`src/rtl/core/decimal_text_to_signed_integer_unit_macros.svh`:
```
// assertion macros shared by the decimal text to integer unit
`ifndef DECIMAL_TEXT_TO_SIGNED_INTEGER_UNIT_MACROS_SVH
`define DECIMAL_TEXT_TO_SIGNED_INTEGER_UNIT_MACROS_SVH

// same-cycle implication, clocked on clk, off while rst_n is low
`define DTSI_ASSERT_SAME(lbl, ante, cons, msg) \
    lbl: assert property (@(posedge clk) disable iff (!rst_n) (ante) |-> (cons)) \
        else $error(msg);

// next-cycle implication, clocked on clk, off while rst_n is low
`define DTSI_ASSERT_NEXT(lbl, ante, cons, msg) \
    lbl: assert property (@(posedge clk) disable iff (!rst_n) (ante) |=> (cons)) \
        else $error(msg);

`endif

```
`src/rtl/core/dtsi_pkg.sv`:
```
// shared types and constants for the decimal text to integer unit
package dtsi_pkg;

    // integer width of the parsed value
    localparam int INT_BITS_DEF = 64;
    localparam int VALUE_W      = 64;
    localparam int POS_W        = 16;

    // character codes
    localparam logic [7:0] CHAR_ZERO  = 8'h30;
    localparam logic [7:0] CHAR_NINE  = 8'h39;
    localparam logic [7:0] CHAR_PLUS  = 8'h2B;
    localparam logic [7:0] CHAR_MINUS = 8'h2D;

    // saturation point of the character position
    localparam logic [POS_W-1:0] POS_MAX = '1;

    // result status codes
    typedef enum logic [2:0] {
        ST_OK    = 3'd0,
        ST_EXTRA = 3'd1,
        ST_MORE  = 3'd2,
        ST_INVAL = 3'd3,
        ST_RANGE = 3'd4
    } status_t;

    // parse phase, one-hot
    typedef enum logic [3:0] {
        PH_START  = 4'b0001,
        PH_SIGN   = 4'b0010,
        PH_DIGITS = 4'b0100,
        PH_DONE   = 4'b1000
    } phase_t;

    // control state of the parser
    typedef struct packed {
        phase_t           phase;
        logic             negative;
        logic             at_limit;
        logic [POS_W-1:0] count;
    } ctl_t;

    // one result item
    typedef struct packed {
        status_t            status;
        logic [VALUE_W-1:0] value;
        logic [POS_W-1:0]   stop_position;
    } result_t;

    localparam ctl_t CTL_RESET = '{
        phase:    PH_START,
        negative: 1'b0,
        at_limit: 1'b0,
        count:    '0
    };

endpackage

```
`src/rtl/core/dtsi_step.sv`:
```
// next-state and result logic for one character or end item
module dtsi_step #(
    parameter int INT_BITS = dtsi_pkg::INT_BITS_DEF
) (
    input  dtsi_pkg::ctl_t    ctl,
    input  logic [INT_BITS-1:0] acc,
    input  logic [7:0]        ch,
    input  logic              is_end,
    output dtsi_pkg::ctl_t    ctl_next,
    output logic [INT_BITS-1:0] acc_next,
    output logic              emit,
    output dtsi_pkg::result_t result
);

    localparam int EXT_W = INT_BITS + 4;
    localparam logic [INT_BITS-1:0] MAX_POS = {1'b0, {(INT_BITS-1){1'b1}}};
    localparam logic [INT_BITS-1:0] BOUND   = MAX_POS / 10;

    logic [EXT_W-1:0]                acc_ext;
    logic [EXT_W-1:0]                prod;
    logic [EXT_W-1:0]                limit;
    logic                            is_digit;
    logic                            overflow;
    logic [dtsi_pkg::POS_W-1:0]      count_inc;
    logic [dtsi_pkg::VALUE_W-1:0]    mag;
    logic [dtsi_pkg::VALUE_W-1:0]    signed_val;

    // ten times the accumulator plus the digit, shift and add
    assign acc_ext  = EXT_W'(acc);
    assign prod     = (acc_ext << 3) + (acc_ext << 1) + EXT_W'(ch[3:0]);
    assign limit    = EXT_W'(MAX_POS) + EXT_W'(ctl.negative);
    assign is_digit = (ch >= dtsi_pkg::CHAR_ZERO) && (ch <= dtsi_pkg::CHAR_NINE);
    assign overflow = ctl.at_limit || (prod > limit);

    // saturating position counter
    assign count_inc = (ctl.count != dtsi_pkg::POS_MAX) ? ctl.count + 1'b1 : ctl.count;

    // signed value, sign extended to the output width
    assign mag        = dtsi_pkg::VALUE_W'(acc);
    assign signed_val = ctl.negative ? ('0 - mag) : mag;

    // parse decision
    always_comb
    begin
        ctl_next             = ctl;
        acc_next             = acc;
        emit                 = 1'b0;
        result.status        = dtsi_pkg::ST_OK;
        result.value         = '0;
        result.stop_position = ctl.count;

        if (is_end)
        begin
            ctl_next = dtsi_pkg::CTL_RESET;
            acc_next = '0;
            unique case (ctl.phase)
                dtsi_pkg::PH_START:
                begin
                    emit                 = 1'b1;
                    result.status        = dtsi_pkg::ST_INVAL;
                    result.stop_position = '0;
                end
                dtsi_pkg::PH_SIGN:
                begin
                    emit          = 1'b1;
                    result.status = dtsi_pkg::ST_MORE;
                end
                dtsi_pkg::PH_DIGITS:
                begin
                    emit          = 1'b1;
                    result.status = dtsi_pkg::ST_OK;
                    result.value  = signed_val;
                end
                default:
                begin
                    emit = 1'b0;
                end
            endcase
        end
        else if (ctl.phase != dtsi_pkg::PH_DONE)
        begin
            ctl_next.count = count_inc;
            if ((ctl.phase == dtsi_pkg::PH_START) &&
                ((ch == dtsi_pkg::CHAR_MINUS) || (ch == dtsi_pkg::CHAR_PLUS)))
            begin
                ctl_next.negative = (ch == dtsi_pkg::CHAR_MINUS);
                ctl_next.phase    = dtsi_pkg::PH_SIGN;
            end
            else if (is_digit)
            begin
                if (overflow)
                begin
                    emit           = 1'b1;
                    result.status  = dtsi_pkg::ST_RANGE;
                    ctl_next.phase = dtsi_pkg::PH_DONE;
                end
                else
                begin
                    // last legal digit position of a negative value
                    if (ctl.negative && (acc == BOUND))
                    begin
                        ctl_next.at_limit = 1'b1;
                    end
                    acc_next       = prod[INT_BITS-1:0];
                    ctl_next.phase = dtsi_pkg::PH_DIGITS;
                end
            end
            else
            begin
                emit           = 1'b1;
                result.status  = dtsi_pkg::ST_EXTRA;
                result.value   = signed_val;
                ctl_next.phase = dtsi_pkg::PH_DONE;
            end
        end
    end

endmodule

```
`src/rtl/core/decimal_text_to_signed_integer_unit.sv`:
```
// decimal_text_to_signed_integer_unit: signed decimal text parser, one character per item
// a result is registered before it appears on m_tvalid; while the output stalls it waits in the skid register
// throughput: one item per cycle while s_tready is high; the parse step is one add of ten times the
//   accumulator plus a digit and one compare against a limit set by the sign
// result register plus skid register; s_tready drops only while the skid register is full
// reset: rst_n low clears the parser to start of string and empties the output
`include "decimal_text_to_signed_integer_unit_macros.svh"

module decimal_text_to_signed_integer_unit #(
    parameter int INT_BITS = dtsi_pkg::INT_BITS_DEF
) (
    input  logic        clk,
    input  logic        rst_n,
    input  logic        s_tvalid,
    output logic        s_tready,
    input  logic [7:0]  s_tdata,   // [7:0] ch
    input  logic        s_tlast,   // is_end
    output logic        m_tvalid,
    input  logic        m_tready,
    output logic [79:0] m_tdata,   // [63:0] value, [79:64] stop_position
    output logic [2:0]  m_tuser    // [2:0] status
);

    localparam logic [INT_BITS:0] LIMIT_NEG = {2'b01, {(INT_BITS-1){1'b0}}};

    dtsi_pkg::ctl_t      ctl_reg;
    dtsi_pkg::ctl_t      ctl_next;
    logic [INT_BITS-1:0] acc_reg;
    logic [INT_BITS-1:0] acc_next;
    logic                step_emit;
    dtsi_pkg::result_t   step_result;

    logic                out_valid_reg;
    dtsi_pkg::result_t   out_data_reg;
    logic                skid_valid_reg;
    dtsi_pkg::result_t   skid_data_reg;

    logic                accept;
    logic                emit;
    logic                out_hold;

    // handshake
    assign s_tready = !skid_valid_reg;
    assign accept   = s_tvalid && s_tready;
    assign emit     = accept && step_emit;
    assign out_hold = out_valid_reg && !m_tready;

    // parse step
    dtsi_step #(
        .INT_BITS (INT_BITS)
    ) u_step (
        .ctl      (ctl_reg),
        .acc      (acc_reg),
        .ch       (s_tdata),
        .is_end   (s_tlast),
        .ctl_next (ctl_next),
        .acc_next (acc_next),
        .emit     (step_emit),
        .result   (step_result)
    );

    // parser state
    always_ff @(posedge clk or negedge rst_n)
    begin
        if (!rst_n)
        begin
            ctl_reg <= dtsi_pkg::CTL_RESET;
            acc_reg <= '0;
        end
        else if (accept)
        begin
            ctl_reg <= ctl_next;
            acc_reg <= acc_next;
        end
    end

    // output valid flags
    always_ff @(posedge clk or negedge rst_n)
    begin
        if (!rst_n)
        begin
            out_valid_reg  <= 1'b0;
            skid_valid_reg <= 1'b0;
        end
        else if (skid_valid_reg)
        begin
            if (m_tready)
            begin
                skid_valid_reg <= 1'b0;
            end
        end
        else if (emit)
        begin
            if (out_hold)
            begin
                skid_valid_reg <= 1'b1;
            end
            else
            begin
                out_valid_reg <= 1'b1;
            end
        end
        else if (out_valid_reg && m_tready)
        begin
            out_valid_reg <= 1'b0;
        end
    end

    // output payload
    always_ff @(posedge clk)
    begin
        if (skid_valid_reg)
        begin
            if (m_tready)
            begin
                out_data_reg <= skid_data_reg;
            end
        end
        else if (emit)
        begin
            if (out_hold)
            begin
                skid_data_reg <= step_result;
            end
            else
            begin
                out_data_reg <= step_result;
            end
        end
    end

    assign m_tvalid = out_valid_reg;
    assign m_tdata  = {out_data_reg.stop_position, out_data_reg.value};
    assign m_tuser  = out_data_reg.status;

    // checks
    `DTSI_ASSERT_SAME(a_skid_behind_out, skid_valid_reg, out_valid_reg,
        "skid full with output empty")
    `DTSI_ASSERT_NEXT(a_end_rearms, accept && s_tlast,
        (ctl_reg.phase == dtsi_pkg::PH_START) && (ctl_reg.count == '0) && (acc_reg == '0),
        "end item did not rearm parser")
    `DTSI_ASSERT_SAME(a_acc_in_range, 1'b1, ({1'b0, acc_reg} <= LIMIT_NEG),
        "accumulator beyond negative limit")

endmodule

```
`config.mk`:
```
export PLATFORM = sky130hd
export DESIGN_NAME = decimal_text_to_signed_integer_unit
export DESIGN_NICKNAME = d
export VERILOG_FILES = /design/src/rtl/core/dtsi_pkg.sv /design/src/rtl/core/dtsi_step.sv /design/src/rtl/core/decimal_text_to_signed_integer_unit.sv
export VERILOG_INCLUDE_DIRS = /design/src /design/src/rtl/core
export SDC_FILE = /design/constraint.sdc
export NUM_CORES = 1
export LEC_CHECK = 0
export ABC_AREA = 1
export BUFFER_PORTS_ARGS = -buffer_cell sky130_fd_sc_hd__buf_2
export CAP_MARGIN = 0
export CORE_ASPECT_RATIO = 0.9
export CORE_MARGIN = 2
export CORE_UTILIZATION = 45
export DETAILED_ROUTE_END_ITERATION = 6
export HOLD_SLACK_MARGIN = 0.1
export SLEW_MARGIN = 40
export SYNTH_ARGS = -nofsm -noshare
export SYNTH_HDL_FRONTEND = slang
export SYNTH_SLANG_ARGS = --single-unit
```
`constraint.sdc`:
```
create_clock -name clk -period 14.8 [get_ports clk]
set_clock_uncertainty 0.2 [all_clocks]
set_input_delay 2.96 -clock clk [delete_from_list [all_inputs] [get_ports clk]]
set_output_delay 2.96 -clock clk [all_outputs]
set_load 0.02 [all_outputs]
```
==> run metrics <==
run status=finished clean; average detailed-routed wire length per instance=approximately 18 um; count of hold-fix buffers inserted at cts=0; period utilization=about 62%; FF-to-FF setup slack=~7.7 ns; leakage power figure=between 10 and 15 nW; class of the most critical setup path=input pin to register; H-tree lvl count=1; path depth of the worst reg2reg path=35; synthesized flop and latch total=~250; maximum number of pins on one net before global-route repair=90; Post-Route WL=56,600 um; Die Outline Area=around 0.044 mm2; Critical path destination=skid_data_reg[29]; post-synthesis cell count=between 2,000 and 2,500; TritonCTS clock tree=done; detailed-route vias per instance=~5.5; count of input and output buffers=just under 100; last weighted congestion value of the routability-driven placer=0.988; flip-flop count of the largest register after layout=83; Total Power=between 0.002 and 0.0025 W; HPWL reported at the end of detailed placement=approximately 44,000 um; synthesis-to-finish area growth=9.57%; Seq/Total Area, Yosys=~38%; worst-margin pin slew=0.855 ns; number of diodes=0; max-cap violations=0; share of final-layout standard cells stronger than drive strength 1=between 10% and 20%; crit path max-delay cell type=buf_4; wire length of the first global-routing pass=around 90,000 um; Max FO, Critical Path=58; maximum vdd ir drop=between 0.09 and 0.1 mV; unrepaired setup endpoints after global routing=no; clk_lat worst skew=about 0.53 ns; Syn Nets=2,647; number of distinct library cells after synthesis=between 50 and 60; initial standard-cell utilization of the core=between 40% and 50%; largest buffer count on any clock path=3; number of nets in the final layout=between 2,000 and 3,000; clock transition at the register clock pins on the worst setup and hold paths after CTS=0.06 ns; total gr overflow=0; power density cells=roughly 110 mW/mm2; horizontal die dimension=between 200 and 250 um; total setup buffers inserted after CTS=0; count of routing violations after the opening detailed-route iteration=between 1,500 and 2,000; Worst Hold Slack=0.317 ns; ANT nets after route=0; Detailed Routing Iterations Pass 1=6; post-layout instance count excluding filler cells=around 3,100; die span in y=199 um; delay of the slowest cell on the worst path=0.72 ns; netlist area before placement=between 0.015 and 0.02 mm2; reg-to-reg endpoint=skid_data_reg[16]; endpoint type of the worst setup path=register; number of warnings issued by yosys=0; DRC viols=0; mean post-synth cell area=~7.8 um2; number of clock sinks seen by CTS=~250; Std-Cell Core Area=0.0418 mm2; count of filler cells inserted in the layout=slightly above 4,000; final hold vios=0; final setup violation count=0; buffer cell driving the clock tree root=clkbuf_16; required time worst endpoint=14.76 ns; pins over their slew limit=0; setup TNS after final layout=0 ns; nature of the critical path startpoint=input pin; vias in the first global route=16,253; cell repeated most along the worst path=nand2_1; Tot GR Track Use=between 20 and 30%; fin crit period=between 9 and 10 ns; number of antenna violations at the first check in global routing=0; Tightest Hold Check Type=register to register; Placement Rows=just over 70; remaining max-slew budget at the tightest pin=a little over two fifths; total placed cells including tap cells=3,040; number of primary I/O pins=between 90 and 100; worst path arrival time=around 9 ns; TritonCTS Buffers=26; via count=between 15,000 and 20,000; post-cts sizing count=0; FMAX=0.108 GHz; first element of the critical path=s_tdata[2]; startpoint of the most critical register-to-register path=acc_reg[1]
-- power breakdown --
part / internal, W / leakage [nW] / switching [W]
logic: 0.000230 / 7.22 / 0.000543
registers: 0.000851 / 2.78 / 0.0000687
clock network: 0.000372 / 0.391 / 0.000273
total: 0.00145 / 10.4 / 0.000885
-- cell usage in the layout (no fill, tap or decap), types with 47 or more instances in the layout --
cell / instances
dfrtp_1: 85
ha_1: 193
buf_2: 96
nor2_1: 241
nor3_1: 47
a21oi_1: 156
nand2_1: 680
o21ai_0: 112
xor2_1: 60
inv_1: 278
edfxtp_1: 166
nand3_1: 78
-- metal layers --
metal / GRT usage (%) / share of wire, % / routed length, um
met1: 38.2 / 49 / 27600
met2: 39.1 / 42 / 23800
met3: 3.82 / 6.7 / 3820
met4: 6.74 / 2.5 / 1430
met5: 0 / 0 / 0
-- worst max-delay path, delay by kind of cell --
| family | cells | cell delay, ns |
|---|---|---|
| simple gates | 25 | 3.15 |
| xor+xnor | 1 | 0.24 |
| fa+ha+maj | 4 | 1.28 |
| buf+inv | 4 | 1.05 |
| compound gates | 2 | 0.44 |
-- area by class of cell --
class                   count  area (um2)  share of cell area, %
multi-input cells        1843       10500                   50.3
flip-flops and latches    254        7190                   34.4
inverters                 290        1100                   5.28
clock buffers              38         717                   3.43
well taps                 547         684                   3.28
repair buffers            107         587                   2.81
clock inverters            10         109                  0.521
-- cell usage after synthesis (all sizes together) --
cell type | count | area (um2)
nand2 | 689 | 2630
o41ai | 1 | 8.76
nor2 | 253 | 980
edfxtp | 166 | 4980
xnor2 | 17 | 149
o21a | 5 | 37.5
o31ai | 3 | 22.5
xor2 | 60 | 526
a31o | 5 | 43.8
nor4 | 23 | 144
a21oi | 160 | 812
a21boi | 5 | 37.5
nand4 | 30 | 188
or2 | 2 | 12.5
fa | 2 | 40.0
clkbuf | 23 | 86.3
dfstp | 1 | 26.3
nand3 | 111 | 721
a31oi | 6 | 37.5
o22ai | 18 | 113
o211ai | 5 | 37.5
a221oi | 4 | 35.0
inv | 286 | 1070
buf | 29 | 224
clkinv | 4 | 28.8
a211oi | 7 | 52.6
and3 | 5 | 31.3
dfrtp | 87 | 2180
o21bai | 11 | 82.6
a21o | 8 | 60.1
ha | 193 | 2410
nor3b | 3 | 22.5
nand3b | 1 | 7.51
o21ai | 165 | 950
nor3 | 51 | 275
-- stage by stage --
stage                     instance area (um2)  setup WS [ns]  util, %
after global placement                  20000           5.22     47.9
after CTS                               20900           5.62     49.9
after floorplan                         19100           3.21        -
after global routing                    20900           5.02     49.9
final                                   20900           5.56     49.9
after detailed placement                20000           5.08     47.9
-- kinds of logic (layout without fill, tap and decap cells) --
logic type / count (synthesis) / count (layout) / synth area share [%]
buffers and inverters: 342 / 445 / 7.41
AO/OA/AOI/OAI: 403 / 403 / 12.2
adder cells (fa/ha/maj): 195 / 195 / 12.9
AND/OR/NAND/NOR: 1168 / 1168 / 26.3
XOR/XNOR: 77 / 77 / 3.54
flip-flops: 254 / 254 / 37.7
-- worst min-delay path by stage --
| stage | endpoint | cells past startpoint | slack (ns) | start |
|---|---|---|---|---|
| after floorplan | m_tuser[1] | 2 | 0.29 | skid_data_reg[81] |
| after global placement | m_tdata[32] | 2 | 0.30 | skid_data_reg[48] |
| after detailed placement | m_tdata[60] | 2 | 0.30 | skid_data_reg[76] |
| after CTS | m_tdata[18] | 2 | 0.32 | skid_data_reg[34] |
| after global routing | m_tdata[36] | 2 | 0.34 | skid_data_reg[52] |
| final | m_tdata[21] | 2 | 0.32 | skid_data_reg[37] |
Power figures use the tool's default switching activity.
